<file path="src/hdl/lpd_pkg.sv">
package lpd_pkg;

    // field widths
    localparam int unsigned BYTE_W    = 8;
    localparam int unsigned LEN_W     = 16;
    localparam int unsigned MAXLEN_W  = 15;
    localparam int unsigned STATUS_W  = 2;
    localparam int unsigned CFG_IDX_W = 8;
    localparam int unsigned CFG_W     = 16;

    // register reset values
    localparam logic [LEN_W-1:0]    SEED_RESET        = 16'd1606;
    localparam logic [MAXLEN_W-1:0] MAX_PAYLOAD_RESET = 15'd4096;

    // compress byte value that marks a compressed frame
    localparam logic [BYTE_W-1:0] COMPRESS_MARK = 8'd1;

    // configuration register indexes
    localparam logic [CFG_IDX_W-1:0] CFG_SEED        = 8'd0;
    localparam logic [CFG_IDX_W-1:0] CFG_MAX_PAYLOAD = 8'd1;

    // frame status codes
    typedef enum logic [STATUS_W-1:0] {
        ST_OK         = 2'd0,
        ST_VERIFY     = 2'd1,
        ST_TOO_LONG   = 2'd2,
        ST_COMPRESSED = 2'd3
    } t_status;

    // header position; code 7 is unused and handled as payload
    typedef enum logic [2:0] {
        HP_LEN_HI   = 3'd0,
        HP_LEN_LO   = 3'd1,
        HP_VER_HI   = 3'd2,
        HP_VER_LO   = 3'd3,
        HP_COMPRESS = 3'd4,
        HP_CHECKSUM = 3'd5,
        HP_PAYLOAD  = 3'd6
    } t_hdr_pos;

    // one result item
    typedef struct packed {
        logic [BYTE_W-1:0] out_byte;
        t_status           status;
        logic              last;
    } t_result;

endpackage

</file>
<file path="src/hdl/length_prefixed_deframer_core.sv">
// each result is registered in the output register, or in the skid entry if that stays full
// rate: one byte per cycle unless stalled; header and non-last flagged bytes give no result
// input ready stays high until the two-entry output buffer (register plus skid) is full
// reset (synchronous, active low): header search restarts, output buffer empties,
// seed returns to 1606 and max payload to 4096
module length_prefixed_deframer_core (
    input  logic                           i_clk,
    input  logic                           i_rst_n,
    // byte input
    input  logic                           i_rx_valid,
    output logic                           o_rx_ready,
    input  logic [lpd_pkg::BYTE_W-1:0]     i_rx_byte,
    // result output
    output logic                           o_out_valid,
    input  logic                           i_out_ready,
    output logic [lpd_pkg::BYTE_W-1:0]     o_out_byte,
    output logic [lpd_pkg::STATUS_W-1:0]   o_frame_status,
    output logic                           o_frame_last,
    // configuration writes
    input  logic                           i_cfg_valid,
    output logic                           o_cfg_ready,
    input  logic [lpd_pkg::CFG_IDX_W-1:0]  i_cfg_index,
    input  logic [lpd_pkg::CFG_W-1:0]      i_cfg_data
);
    import lpd_pkg::*;

    logic [LEN_W-1:0]    r_seed;
    logic [MAXLEN_W-1:0] r_max_payload;

    logic    rx_accept;
    logic    out_take;
    logic    res_valid;
    t_result res;

    logic    r_out_valid, n_out_valid;
    logic    r_skid_valid, n_skid_valid;
    t_result r_out, n_out;
    t_result r_skid, n_skid;

    assign o_cfg_ready = 1'b1;
    assign o_rx_ready  = !r_skid_valid;
    assign rx_accept   = i_rx_valid && o_rx_ready;
    assign out_take    = r_out_valid && i_out_ready;

    // configuration registers
    always_ff @(posedge i_clk) begin
        if (!i_rst_n) begin
            r_seed        <= SEED_RESET;
            r_max_payload <= MAX_PAYLOAD_RESET;
        end else if (i_cfg_valid) begin
            unique case (i_cfg_index)
                CFG_SEED:        r_seed        <= i_cfg_data;
                CFG_MAX_PAYLOAD: r_max_payload <= i_cfg_data[MAXLEN_W-1:0];
                default: ;
            endcase
        end
    end

    lpd_parser u_parser (
        .i_clk         (i_clk),
        .i_rst_n       (i_rst_n),
        .i_accept      (rx_accept),
        .i_rx_byte     (i_rx_byte),
        .i_seed        (r_seed),
        .i_max_payload (r_max_payload),
        .o_res_valid   (res_valid),
        .o_res         (res)
    );

    // output register with skid entry
    always_comb begin
        n_out_valid  = r_out_valid;
        n_out        = r_out;
        n_skid_valid = r_skid_valid;
        n_skid       = r_skid;
        if (out_take) begin
            if (r_skid_valid) begin
                n_out        = r_skid;
                n_skid_valid = 1'b0;
            end else begin
                n_out_valid = 1'b0;
            end
        end
        if (res_valid) begin
            if (!n_out_valid) begin
                n_out_valid = 1'b1;
                n_out       = res;
            end else begin
                n_skid_valid = 1'b1;
                n_skid       = res;
            end
        end
    end

    always_ff @(posedge i_clk) begin
        if (!i_rst_n) begin
            r_out_valid  <= 1'b0;
            r_skid_valid <= 1'b0;
        end else begin
            r_out_valid  <= n_out_valid;
            r_skid_valid <= n_skid_valid;
        end
    end

    always_ff @(posedge i_clk) begin
        r_out  <= n_out;
        r_skid <= n_skid;
    end

    assign o_out_valid    = r_out_valid;
    assign o_out_byte     = r_out.out_byte;
    assign o_frame_status = r_out.status;
    assign o_frame_last   = r_out.last;

endmodule

</file>
<file path="src/hdl/lpd_parser.sv">
module lpd_parser (
    input  logic                          i_clk,
    input  logic                          i_rst_n,
    input  logic                          i_accept,
    input  logic [lpd_pkg::BYTE_W-1:0]    i_rx_byte,
    input  logic [lpd_pkg::LEN_W-1:0]     i_seed,
    input  logic [lpd_pkg::MAXLEN_W-1:0]  i_max_payload,
    output logic                          o_res_valid,
    output lpd_pkg::t_result              o_res
);
    import lpd_pkg::*;

    t_hdr_pos            r_hdr_pos, n_hdr_pos;
    logic [LEN_W-1:0]    r_frame_len, n_frame_len;
    logic [LEN_W-1:0]    r_verify, n_verify;
    logic                r_compressed, n_compressed;
    logic [MAXLEN_W-1:0] r_remaining, n_remaining;
    t_status             r_verdict, n_verdict;

    logic [LEN_W-1:0]    len_full;
    logic [MAXLEN_W-1:0] rem_dec;
    logic                last;

    // payload countdown, saturating at zero
    assign rem_dec = (r_remaining != '0) ? r_remaining - MAXLEN_W'(1) : '0;
    assign last    = (rem_dec == '0);
    assign len_full = r_frame_len | {{(LEN_W-BYTE_W){1'b0}}, i_rx_byte};

    // header walk and payload handling
    always_comb begin
        n_hdr_pos    = r_hdr_pos;
        n_frame_len  = r_frame_len;
        n_verify     = r_verify;
        n_compressed = r_compressed;
        n_remaining  = r_remaining;
        n_verdict    = r_verdict;
        o_res_valid  = 1'b0;
        o_res        = '{out_byte: '0, status: ST_OK, last: 1'b0};
        if (i_accept) begin
            unique case (r_hdr_pos)
                HP_LEN_HI: begin
                    n_frame_len = {i_rx_byte, {BYTE_W{1'b0}}};
                    n_hdr_pos   = HP_LEN_LO;
                end
                HP_LEN_LO: begin
                    n_frame_len = len_full;
                    // zero or negative length drops both bytes
                    if (len_full == '0 || len_full[LEN_W-1]) begin
                        n_hdr_pos = HP_LEN_HI;
                    end else begin
                        n_hdr_pos = HP_VER_HI;
                    end
                end
                HP_VER_HI: begin
                    n_verify  = {i_rx_byte, {BYTE_W{1'b0}}};
                    n_hdr_pos = HP_VER_LO;
                end
                HP_VER_LO: begin
                    n_verify  = r_verify | {{(LEN_W-BYTE_W){1'b0}}, i_rx_byte};
                    n_hdr_pos = HP_COMPRESS;
                end
                HP_COMPRESS: begin
                    n_compressed = (i_rx_byte == COMPRESS_MARK);
                    n_hdr_pos    = HP_CHECKSUM;
                end
                HP_CHECKSUM: begin
                    if ((r_frame_len ^ i_seed) != r_verify) begin
                        n_verdict = ST_VERIFY;
                    end else if (r_frame_len > {1'b0, i_max_payload}) begin
                        n_verdict = ST_TOO_LONG;
                    end else if (r_compressed) begin
                        n_verdict = ST_COMPRESSED;
                    end else begin
                        n_verdict = ST_OK;
                    end
                    n_remaining = r_frame_len[MAXLEN_W-1:0];
                    n_hdr_pos   = HP_PAYLOAD;
                end
                default: begin
                    n_remaining = rem_dec;
                    if (last) begin
                        n_hdr_pos = HP_LEN_HI;
                    end
                    if (r_verdict == ST_OK) begin
                        o_res_valid = 1'b1;
                        o_res       = '{out_byte: i_rx_byte, status: ST_OK, last: last};
                    end else if (last) begin
                        o_res_valid = 1'b1;
                        o_res       = '{out_byte: '0, status: r_verdict, last: 1'b1};
                    end
                end
            endcase
        end
    end

    // header position is the only state that needs a reset
    always_ff @(posedge i_clk) begin
        if (!i_rst_n) begin
            r_hdr_pos <= HP_LEN_HI;
        end else begin
            r_hdr_pos <= n_hdr_pos;
        end
    end

    // frame fields, always written before they are read
    always_ff @(posedge i_clk) begin
        r_frame_len  <= n_frame_len;
        r_verify     <= n_verify;
        r_compressed <= n_compressed;
        r_remaining  <= n_remaining;
        r_verdict    <= n_verdict;
    end

endmodule

</file>
<file path="config.mk">
export PLATFORM = sky130hd
export DESIGN_NAME = length_prefixed_deframer_core
export DESIGN_NICKNAME = d
export VERILOG_FILES = /design/src/hdl/lpd_pkg.sv /design/src/hdl/length_prefixed_deframer_core.sv /design/src/hdl/lpd_parser.sv
export SDC_FILE = /design/constraint.sdc
export NUM_CORES = 1
export LEC_CHECK = 0
export ABC_AREA = 1
export BUFFER_PORTS_ARGS = -buffer_cell sky130_fd_sc_hd__buf_4
export CELL_PAD_IN_SITES_DETAIL_PLACEMENT = 1
export CELL_PAD_IN_SITES_GLOBAL_PLACEMENT = 1
export CORE_MARGIN = 10
export CORE_UTILIZATION = 49
export CTS_CLUSTER_DIAMETER = 50
export DETAILED_ROUTE_END_ITERATION = 16
export GPL_TIMING_DRIVEN = 0
export HOLD_SLACK_MARGIN = 0.03
export PLACE_DENSITY_LB_ADDON = 0.08
export SLEW_MARGIN = 10
export SYNTH_ARGS = -nofsm -noshare
export SYNTH_HDL_FRONTEND = slang
export SYNTH_SLANG_ARGS = --single-unit
</file>
<file path="constraint.sdc">
create_clock -name i_clk -period 5.9 [get_ports i_clk]
set_clock_uncertainty 0.15 [all_clocks]
set_input_delay 0.295 -clock i_clk [delete_from_list [all_inputs] [get_ports i_clk]]
set_output_delay 0.295 -clock i_clk [all_outputs]
set_load 0.01 [all_outputs]
</file>
==> summary.md, run 1 <==
| Metric | Value |
|---|---|
| Status | `complete, no violations` |
| Slew at the pin with the worst max-slew slack | `1052 ps` |
| Crit-path leading delay family | `simple AND/OR/NAND/NOR gates` |
| Critical path type | `flip-flop to flip-flop` |
| RSZ-0062 raised after global routing | `false` |
| Post-DP HPWL | `12.31 mm` |
| Net Sw Power | `between 0.3 and 0.4 mW` |
| Headroom to the max-slew limit | `0.2932` |
| Crit-path cells | `inv_1, ha_1, nand2_4, nor2_4, nand3_1, nand3_1, nand2_1, nor2_2, nand4_2, nand2_2, nand2_1, inv_1` |
| Area Growth Syn to Fin | `15.66%` |
| Post-synth top flop | `edfxtp_1` |
| Cells after Synth | `657` |
| CP Launch Type | `flip-flop` |
| WL final | `15.78 mm` |
| Clock transition at the registers of the reported paths | `70 ps` |
| Share of cells above drive strength 1 | `0.1609` |
| Cells after DPL | `around 850` |
| Routed metal-1 wirelength | `between 6 and 7 mm` |
| Most frequent cells in the layout | `nand2_1, nor2_1, inv_1` |
| Final Hold Vio Count | `0` |
| Synth cell types | `38` |
| Initial DRC count | `332` |
| Min-delay src | `i_cfg_data[6]` |
| Setup violations, final | `0` |
| Pwr Density | `approximately 240 nW/µm²` |
| Max-cap violations | `0` |
| Ant. Diodes | `0` |
| Critical path required time | `5740 ps` |
| Post-synthesis sequential area ratio | `0.4965` |
| CP max-delay cell | `edfxtp_1` |
| Per-cell routed wire length | `18.21 µm` |
| First-pass GRT wire length | `about 25 mm` |
| Clk pwr share | `0.371` |
| Yosys warns | `0` |
| Clk Latency, worst-skew pair | `~350 ps` |
| Clk buf depth | `2` |
| Cts repair resizes | `0` |
| Htree depth | `3` |
| Fin nets | `776` |
| Met2 routed WL | `between 7 and 8 mm` |
| CTS Root Buffer Type | `clkbuf_16` |
| CP bufs+invs | `2` |
| Drc violations | `0` |
| CP Data Arrival Time | `roughly 2800 ps` |
| Mapped cell area | `~5600 µm²` |
| Number of synthesized flops with an enable pin | `a little over 60` |
| Static leakage | `2.754 nW` |
| Cell row count | `38` |
| Sw Ratio | `0.2455` |
| Worst setup path start | `u_parser.r_remaining[0]$_DFFE_PP_` |
| Fin Setup TNS | `0 ps` |
| Slew Limit Fails | `0` |
| CP peak stage delay | `between 300 and 400 ps` |
| VDD IR max | `0.1772 mV` |
| Grt ovf | `0` |
| TritonCTS buffer count | `9` |
| F_max | `342.2 MHz` |
| Port Buffer Count | `49` |
| Largest net degree at the start of global routing | `18` |
| First-pass iteration count of the detailed router | `4` |
| Critical path capture point type | `flip-flop` |
| GP Congestion | `0.9179` |
| Starting Density | `0.5084` |
| Die Width | `126.8 µm` |
| CTS tree | `built` |
| Worst Hold Class | `input port to flip-flop` |
| Min Tclk post-route | `2922 ps` |
| Vias in the first global route | `4927` |
| Core area | `~11000 µm²` |
| Number of routed nets with antenna violations | `0` |
| Highest Signal Layer | `met4` |
| Clock Sinks | `between 100 and 150` |
| GRT Util Overall | `0.1939` |
| Power Internal | `between 1 and 1.5 mW` |
| Ports | `51` |
| Die Area | `16070 µm²` |
| Flops & latches, synth | `roughly 110` |
| Reg power frac | `0.544` |
| Final period utilization | `0.4952` |
| Comb pwr share | `0.085` |
| Mean post-synth cell area | `~8.5 µm²` |
| Vias | `4619` |
| Most common cell after layout, fill and taps aside | `nand2_1` |
| Post-Syn Nets | `711` |
| Met3 wire length | `804 µm` |
| Fraction of registers with async set/reset | `0` |
| Die Y | `126.8 µm` |
| Critical path peak fanout | `11` |
| R2R Path Start | `u_parser.r_remaining[0]$_DFFE_PP_` |
| Via/cell ratio | `5.328` |
| Antenna violations before repair | `0` |
| Finished Layout Cells | `867` |
[per-stage QoR]
step / hold WS, ps / total power, mW / setup WS, ps / cell area, µm² / utilization
finish: 40.58 / 1.518 / 2978 / 6459 / 0.5881
global route: 60.27 / 1.574 / 2741 / 6459 / 0.5881
CTS: 37.13 / 1.525 / 2966 / 6459 / 0.5881
detailed placement: 308.7 / 0.9673 / 2988 / 6150 / 0.5599
global placement: 305.1 / 0.9591 / 3002 / 6127 / 0.5579
floorplan: 258.2 / 0.9084 / 3542 / 5584 / -
[state kept, by name, summed over array words and instances (netlist names), 2 cells and up]
| register | flops |
|---|---|
| r_seed | 16 |
| u_parser.r_frame_len | 16 |
| u_parser.r_verify | 16 |
| r_max_payload | 15 |
| u_parser.r_remaining | 15 |
| r_skid | 11 |
| o_out_byte | 8 |
| u_parser.r_hdr_pos | 3 |
| o_frame_status | 2 |
| u_parser.r_verdict | 2 |
[final timing paths]
check / depth (start not counted) / slack, ps / endpoint
worst max-delay path: 12 / 2980 / r_skid[1]$_DFFE_PP_
worst min-delay path: 3 / 40 / r_seed[6]$_SDFFE_PN1P_
worst max register to register: 12 / 2980 / r_skid[1]$_DFFE_PP_
worst min register to register: 2 / 320 / r_max_payload[8]$_SDFFE_PN0P_
[cells in the mapped netlist (3+ instances only)]
cell type / n / area share
xor2_1: 6 / 0.0094
a21oi_1: 27 / 0.024
nor4_1: 3 / 0.0034
nand4_1: 8 / 0.0090
nor3_1: 8 / 0.0072
inv_1: 82 / 0.055
mux2_2: 11 / 0.022
nand2_1: 118 / 0.079
clkbuf_1: 14 / 0.0094
nand2_2: 19 / 0.021
o21ai_0: 41 / 0.037
xnor2_1: 26 / 0.041
nor2_4: 4 / 0.0081
nand3_1: 39 / 0.035
o21bai_1: 3 / 0.0040
nor2_1: 93 / 0.063
dfxtp_1: 47 / 0.17
ha_1: 17 / 0.038
edfxtp_1: 61 / 0.33
nor2_2: 8 / 0.0090
[metal layers]
layer,track usage,vias up
li1,-,2263
met1,0.2388,2251
met2,0.3344,90
met3,0.03332,15
met4,0.06564,0
met5,0,-
[worst min-delay path: cells and delay by family]
kind | cells | cell delay (ps)
AND/OR/NAND/NOR | 2 | 130
buffers and inverters | 1 | 80
[kinds of logic after synthesis]
group                    count (synthesis)  synth area share
other                                    1         0.0006715
AND/OR/NAND/NOR                        308            0.2469
AO/OA/AOI/OAI                           79           0.07551
multiplexers                            11           0.02218
adder cells (fa/ha/maj)                 17           0.03809
buffers and inverters                  101           0.06991
XOR/XNOR                                32           0.05019
flip-flops                             108            0.4965
[timing repair]
| item | 4_1_cts | 5_1_grt |
|---|---|---|
| buffers inserted | 0 | 0 |
| endpoints found under the hold margin | 4 | 0 |
| hold buffers | 4 | 0 |
[layout make-up]
type	count	area [µm²]
buffer	17	75.07
clock buffer	9	225.2
clock inverter	7	43.79
fill	1325	4524
inverter	84	315.3
multi-input combinational	448	2432
sequential	108	2773
tap	140	175.2
timing repair buffer	54	419.2
[power groups by stage]
stage	combinational, mW	clock [mW]	sequential (mW)
global placement	0.117	0	0.842
global route	0.142	0.604	0.827
detailed placement	0.124	0	0.843
finish	0.129	0.563	0.827
floorplan	0.0734	0	0.835
CTS	0.128	0.571	0.826
(Power assumes the default switching activity.)
==> inputs of run 2 (changes only) <==
--- a/config.mk
+++ b/config.mk
@@ -10,7 +10,7 @@
 export CELL_PAD_IN_SITES_DETAIL_PLACEMENT = 1
 export CELL_PAD_IN_SITES_GLOBAL_PLACEMENT = 1
 export CORE_MARGIN = 10
-export CORE_UTILIZATION = 49
+export CORE_UTILIZATION = 45
 export CTS_CLUSTER_DIAMETER = 50
 export DETAILED_ROUTE_END_ITERATION = 16
 export GPL_TIMING_DRIVEN = 0
==> constraint.sdc (replaced) <==
create_clock -name i_clk -period 2.75 [get_ports i_clk]
set_clock_uncertainty 0.15 [all_clocks]
set_input_delay 0.1375 -clock i_clk [delete_from_list [all_inputs] [get_ports i_clk]]
set_output_delay 0.1375 -clock i_clk [all_outputs]
set_load 0.01 [all_outputs]
==> summary.md, run 2 (same netlist as run 1, synthesis figures left out) <==
| Metric | Value |
|---|---|
| Ant. Diodes | `0` |
| Ports | `51` |
| Fillers | `between 1000 and 1500` |
| WL final | `16.09 mm` |
| CTS tree | `built` |
| Clock Sinks | `about 110` |
| Hold endpoint | `r_seed[3]$_SDFFE_PN0P_` |
| Setup violations, final | `0` |
| Slew Limit Fails | `0` |
| CTS Root Buffer Type | `clkbuf_16` |
| GRT Util Overall | `0.1887` |
| Share of cells above drive strength 1 | `0.1640` |
| Min-delay src | `i_cfg_valid` |
| Vias | `4693` |
| Headroom to the max-slew limit | `0.2699` |
| GP Congestion | `0.8691` |
| Reg2Reg Setup Slack | `280 ps` |
| Grt ovf | `0` |
| Vias in the first global route | `about 5200` |
| Worst Hold Class | `input port to flip-flop` |
| Port Buffer Count | `49` |
| Die Y | `131.4 µm` |
| Number of routed nets with antenna violations | `0` |
| Final period utilization | `0.8967` |
| Initial DRC count | `303` |
| Cell row count | `40` |
| Htree depth | `3` |
| Critical path type | `flip-flop to flip-flop` |
| RSZ-0062 raised after global routing | `false` |
| Clk buf depth | `2` |
| Pwr Density | `a little under 500 nW/µm²` |
| Max-cap violations | `0` |
| Sw Ratio | `0.2459` |
| Multi-input logic area | `~2500 µm²` |
| Slew at the pin with the worst max-slew slack | `between 1000 and 1500 ps` |
| Via/cell ratio | `a little over 5` |
| Critical path peak fanout | `6` |
| Most frequent cells in the layout | `nand2_1, nor2_1, inv_1` |
| Post-DP HPWL | `between 10 and 15 mm` |
| Power Internal | `2.511 mW` |
| Die Area | `17260 µm²` |
| Net Sw Power | `0.8190 mW` |
| Core area | `12060 µm²` |
| Final Hold Vio Count | `0` |
| Drc violations | `0` |
| Die Width | `131.4 µm` |
| Reg power frac | `0.532` |
| Starting Density | `0.4630` |
| Largest regs | `r_seed (16), u_parser.r_frame_len (16), u_parser.r_verify (16)` |
| CP Data Arrival Time | `2380 ps` |
| Cells on worst reg2reg path | `12` |
| Antenna violations before repair | `0` |
| Storage cell area | `2773 µm²` |
| Area Growth Syn to Fin | `21.11%` |
| Status | `complete, no violations` |
| First-pass GRT wire length | `26.25 mm` |
| Reg-to-reg endpoint | `r_skid[2]$_DFFE_PP_` |
| Worst hold stages | `4` |
| Static leakage | `approximately 2.8 nW` |
| Critical path capture point type | `flip-flop` |
| TritonCTS buffer count | `9` |
| Final core occ | `0.5607` |
| Clk pwr share | `0.377` |
| Min Tclk post-route | `2466 ps` |
| VDD IR max | `0.3189 mV` |
| Largest net degree at the start of global routing | `18` |
| First-pass iteration count of the detailed router | `5` |
| Most common cell after layout, fill and taps aside | `nand2_1` |
| Final Power | `3.330 mW` |
| Post-CTS Setup Inserts | `0` |
| F_max | `405.5 MHz` |
| Comb pwr share | `0.091` |
| R2R Path Start | `u_parser.r_remaining[0]$_DFFE_PP_` |
| Per-cell routed wire length | `17.52 µm` |
| CP Launch Type | `flip-flop` |
| Fin nets | `799` |
| Clk Latency, worst-skew pair | `between 300 and 400 ps` |
| Clock transition at the registers of the reported paths | `approximately 70 ps` |
| Critical path required time | `2670 ps` |
## run 2: critical path, cell delays in order, from the launching register on
cell        delay, ps
edfxtp_1          380
inv_2             120
ha_2              250
nand2_4            90
nor2_4            170
nand2_1            80
nand3_1           130
nand3_1           110
nor2_2            160
nand4_4           140
nand2_2           130
nand2_2           120
clkinvlp_4        160
## run 2: repair_timing
action / 4_1_cts / 5_1_grt
hold endpoints to repair: 50 / 0
gates resized for setup: 1 / 9
pin swaps: 0 / 0
endpoints found under the setup margin: 11 / 14
hold buffers: 26 / 0
gates cloned: 0 / 1
## run 2: per-stage QoR
stage               setup WS [ps]  area [µm²]  TNS [ps]  std cells  hold slack, ps
floorplan                   391.6        5584         0        657           100.7
finish                      284.1        6763         0        918           168.8
global route                21.28        6763         0        918           218.6
detailed placement         -109.4        6185     -1199        875           199.5
global placement           -225.2        6162     -4364        874           194.2
CTS                         16.52        6726         0        917           164.8
## run 2: final cells by class
cell class	count	share of cell area
Buffer	17	0.01110
Clock buffer	11	0.03589
Clock inverter	5	0.005180
Inverter	84	0.04718
Multi-Input combinational cell	448	0.3639
Sequential cell	108	0.4100
Tap cell	168	0.03108
Timing Repair Buffer	76	0.09454
Timing Repair inverter	1	0.001110
## run 2: layer usage
metal | vias up | wire length [µm] | global-route usage
li1 | 2310 | - | -
met5 | - | 0 | 0
met3 | 21 | 914 | 0.04611
met1 | 2276 | 6869 | 0.2291
met4 | 0 | 239 | 0.05130
met2 | 86 | 8063 | 0.3249
## run 2: power by group through the flow
stage                     Sequential, mW  Combinational [mW]  Clock (mW)
after global routing                1.78               0.338        1.33
final                               1.77               0.304        1.25
after CTS                           1.77               0.302        1.27
after detailed placement            1.81               0.270           0
after floorplan                     1.79               0.157           0
after global placement              1.81               0.254           0
## run 2: how the worst max path moves through the flow
stage,start,endpoint
after floorplan,u_parser.r_remaining[0]$_DFFE_PP_,r_skid[0]$_DFFE_PP_
after detailed placement,u_parser.r_remaining[0]$_DFFE_PP_,r_skid[2]$_DFFE_PP_
after global routing,u_parser.r_remaining[0]$_DFFE_PP_,r_skid[2]$_DFFE_PP_
after global placement,r_skid_valid$_SDFF_PN0_,u_parser.r_remaining[11]$_DFFE_PP_
after CTS,u_parser.r_remaining[0]$_DFFE_PP_,r_skid[2]$_DFFE_PP_
final,u_parser.r_remaining[0]$_DFFE_PP_,r_skid[2]$_DFFE_PP_
==> inputs of run 3 (changes only) <==
--- a/config.mk
+++ b/config.mk
@@ -11,6 +11,7 @@
 export CELL_PAD_IN_SITES_GLOBAL_PLACEMENT = 1
 export CORE_MARGIN = 10
 export CORE_UTILIZATION = 45
+export CTS_BUF_LIST = sky130_fd_sc_hd__clkbuf_4 sky130_fd_sc_hd__clkbuf_8 sky130_fd_sc_hd__clkbuf_16
 export CTS_CLUSTER_DIAMETER = 50
 export DETAILED_ROUTE_END_ITERATION = 16
 export GPL_TIMING_DRIVEN = 0
==> summary.md, run 3 (same netlist as run 1, synthesis figures left out) <==
| Metric | Value |
|---|---|
| Net Sw Power | `slightly above 0.8 mW` |
| Most frequent cells in the layout | `nand2_1, nor2_1, inv_1` |
| Starting Density | `0.4630` |
| Clock transition at the registers of the reported paths | `70 ps` |
| Per-cell routed wire length | `17.58 µm` |
| Ports | `51` |
| Most common cell after layout, fill and taps aside | `nand2_1` |
| Clk Latency, worst-skew pair | `360 ps` |
| Power Internal | `2.521 mW` |
| F_max | `between 400 and 500 MHz` |
| Fillers | `1454` |
| Post-DP HPWL | `12.42 mm` |
| Cell row count | `40` |
| Critical path required time | `2670 ps` |
| Final Power | `3.340 mW` |
| Static leakage | `2.851 nW` |
| Die Y | `about 130 µm` |
| Clk buf depth | `2` |
| Post-CTS Setup Inserts | `0` |
| Final Hold Vio Count | `0` |
| Status | `complete, no violations` |
| Largest regs | `r_seed (16), u_parser.r_frame_len (16), u_parser.r_verify (16)` |
| Die Area | `17260 µm²` |
| Critical path peak fanout | `10` |
| Pwr Density | `roughly 490 nW/µm²` |
| Fin nets | `799` |
| Critical path capture point type | `flip-flop` |
| Area Growth Syn to Fin | `21.17%` |
| WL final | `16.14 mm` |
| Slew at the pin with the worst max-slew slack | `1104 ps` |
| VDD IR max | `0.3186 mV` |
| Initial DRC count | `around 290` |
| Die Width | `131.4 µm` |
| Setup violations, final | `0` |
| First-pass GRT wire length | `26.30 mm` |
| CTS Root Buffer Type | `clkbuf_16` |
| Clk pwr share | `0.378` |
| Worst Hold Class | `input port to flip-flop` |
| CP Launch Type | `flip-flop` |
| Drc violations | `0` |
| Antenna violations before repair | `0` |
| GRT Util Overall | `0.1888` |
| Largest net degree at the start of global routing | `18` |
| Number of routed nets with antenna violations | `0` |
| Final core occ | `0.5610` |
| Final period utilization | `0.8958` |
| GP Congestion | `roughly 0.87` |
| RSZ-0062 raised after global routing | `false` |
| Final Worst Setup Slack | `286.7 ps` |
| Ant. Diodes | `0` |
| Core area | `12060 µm²` |
| Via/cell ratio | `5.114` |
| Headroom to the max-slew limit | `0.2581` |
| Port Buffer Count | `49` |
| Htree depth | `3` |
| Comb pwr share | `0.091` |
| CP Data Arrival Time | `roughly 2400 ps` |
| Sw Ratio | `0.2453` |
| Place WS | `-109.4 ps` |
| Critical path type | `flip-flop to flip-flop` |
| Vias in the first global route | `5228` |
| Reg power frac | `0.531` |
| Max-cap violations | `0` |
| CTS tree | `built` |
| Slew Limit Fails | `0` |
| Min Tclk post-route | `2463 ps` |
| Grt ovf | `0` |
| First-pass iteration count of the detailed router | `5` |
| Share of cells above drive strength 1 | `0.1653` |
| Clock Sinks | `108` |
| TritonCTS buffer count | `9` |
| Vias | `between 4000 and 5000` |
## run 3: critical path, stage by stage, from the launching register on
cell and delay [ps]:
edfxtp_1 480, nor2_4 200, nand2_2 80, nor2_1 120, nand2_2 150, nand3_1 170, nand3_1 110, nor2_2 160
nand4_4 140, nand2_2 130, nand2_2 120, clkinvlp_4 160
## run 3: repair_timing
action                     4_1_cts  5_1_grt
gates cloned                     0        1
hold endpoints to repair        50        0
gates resized for setup          1        9
setup endpoints to repair       11       14
hold buffers                    26        0
## run 3: path summary, 6_finish.rpt
kind / startpoint / to / slack (ps) / cells after the start
worst max-delay path: u_parser.r_remaining[9]$_DFFE_PP_ / r_skid[2]$_DFFE_PP_ / 290 / 11
worst min register to register: r_max_payload[5]$_SDFFE_PN0P_ / r_max_payload[5]$_SDFFE_PN0P_ / 320 / 2
worst min-delay path: i_cfg_valid / r_seed[3]$_SDFFE_PN0P_ / 160 / 4
worst max register to register: u_parser.r_remaining[9]$_DFFE_PP_ / r_skid[2]$_DFFE_PP_ / 290 / 11
## run 3: metal layers
metal	GRT usage	part of all wire	vias up
met5	0	0	-
met4	0.05130	0.014	0
met2	0.3252	0.51	74
met3	0.04611	0.040	22
met1	0.2293	0.44	2293
li1	-	-	2306
## run 3: through the flow
step / instances / cell area [µm²] / TNS, ps / hold WS, ps
2_1_floorplan: 657 / 5584 / 0 / 100.7
3_3_place_gp: 874 / 6162 / -4364 / 194.2
3_5_place_dp: 875 / 6185 / -1199 / 199.5
4_1_cts: 917 / 6730 / 0 / 164.8
5_1_grt: 918 / 6766 / 0 / 218.6
6_report: 918 / 6766 / 0 / 164.3
## run 3: power by group through the flow
stage                     registers (mW)  clock network, mW  logic, mW
after CTS                           1.77               1.28      0.302
after floorplan                     1.79                  0      0.157
final                               1.77               1.26      0.305
after detailed placement            1.81                  0      0.270
after global placement              1.81                  0      0.254
after global routing                1.78               1.34      0.338
## run 3: area by class of cell
type,instances,area (µm²),area share
multi-input combinational,448,2461,0.3637
clock inverter,5,35.03,0.005178
buffer,17,75.07,0.01109
inverter,84,319.1,0.04715
tap,168,210.2,0.03107
timing repair buffer,76,639.4,0.09449
sequential,108,2773,0.4098
clock buffer,11,246.5,0.03643
timing repair inverter,1,7.507,0.001109
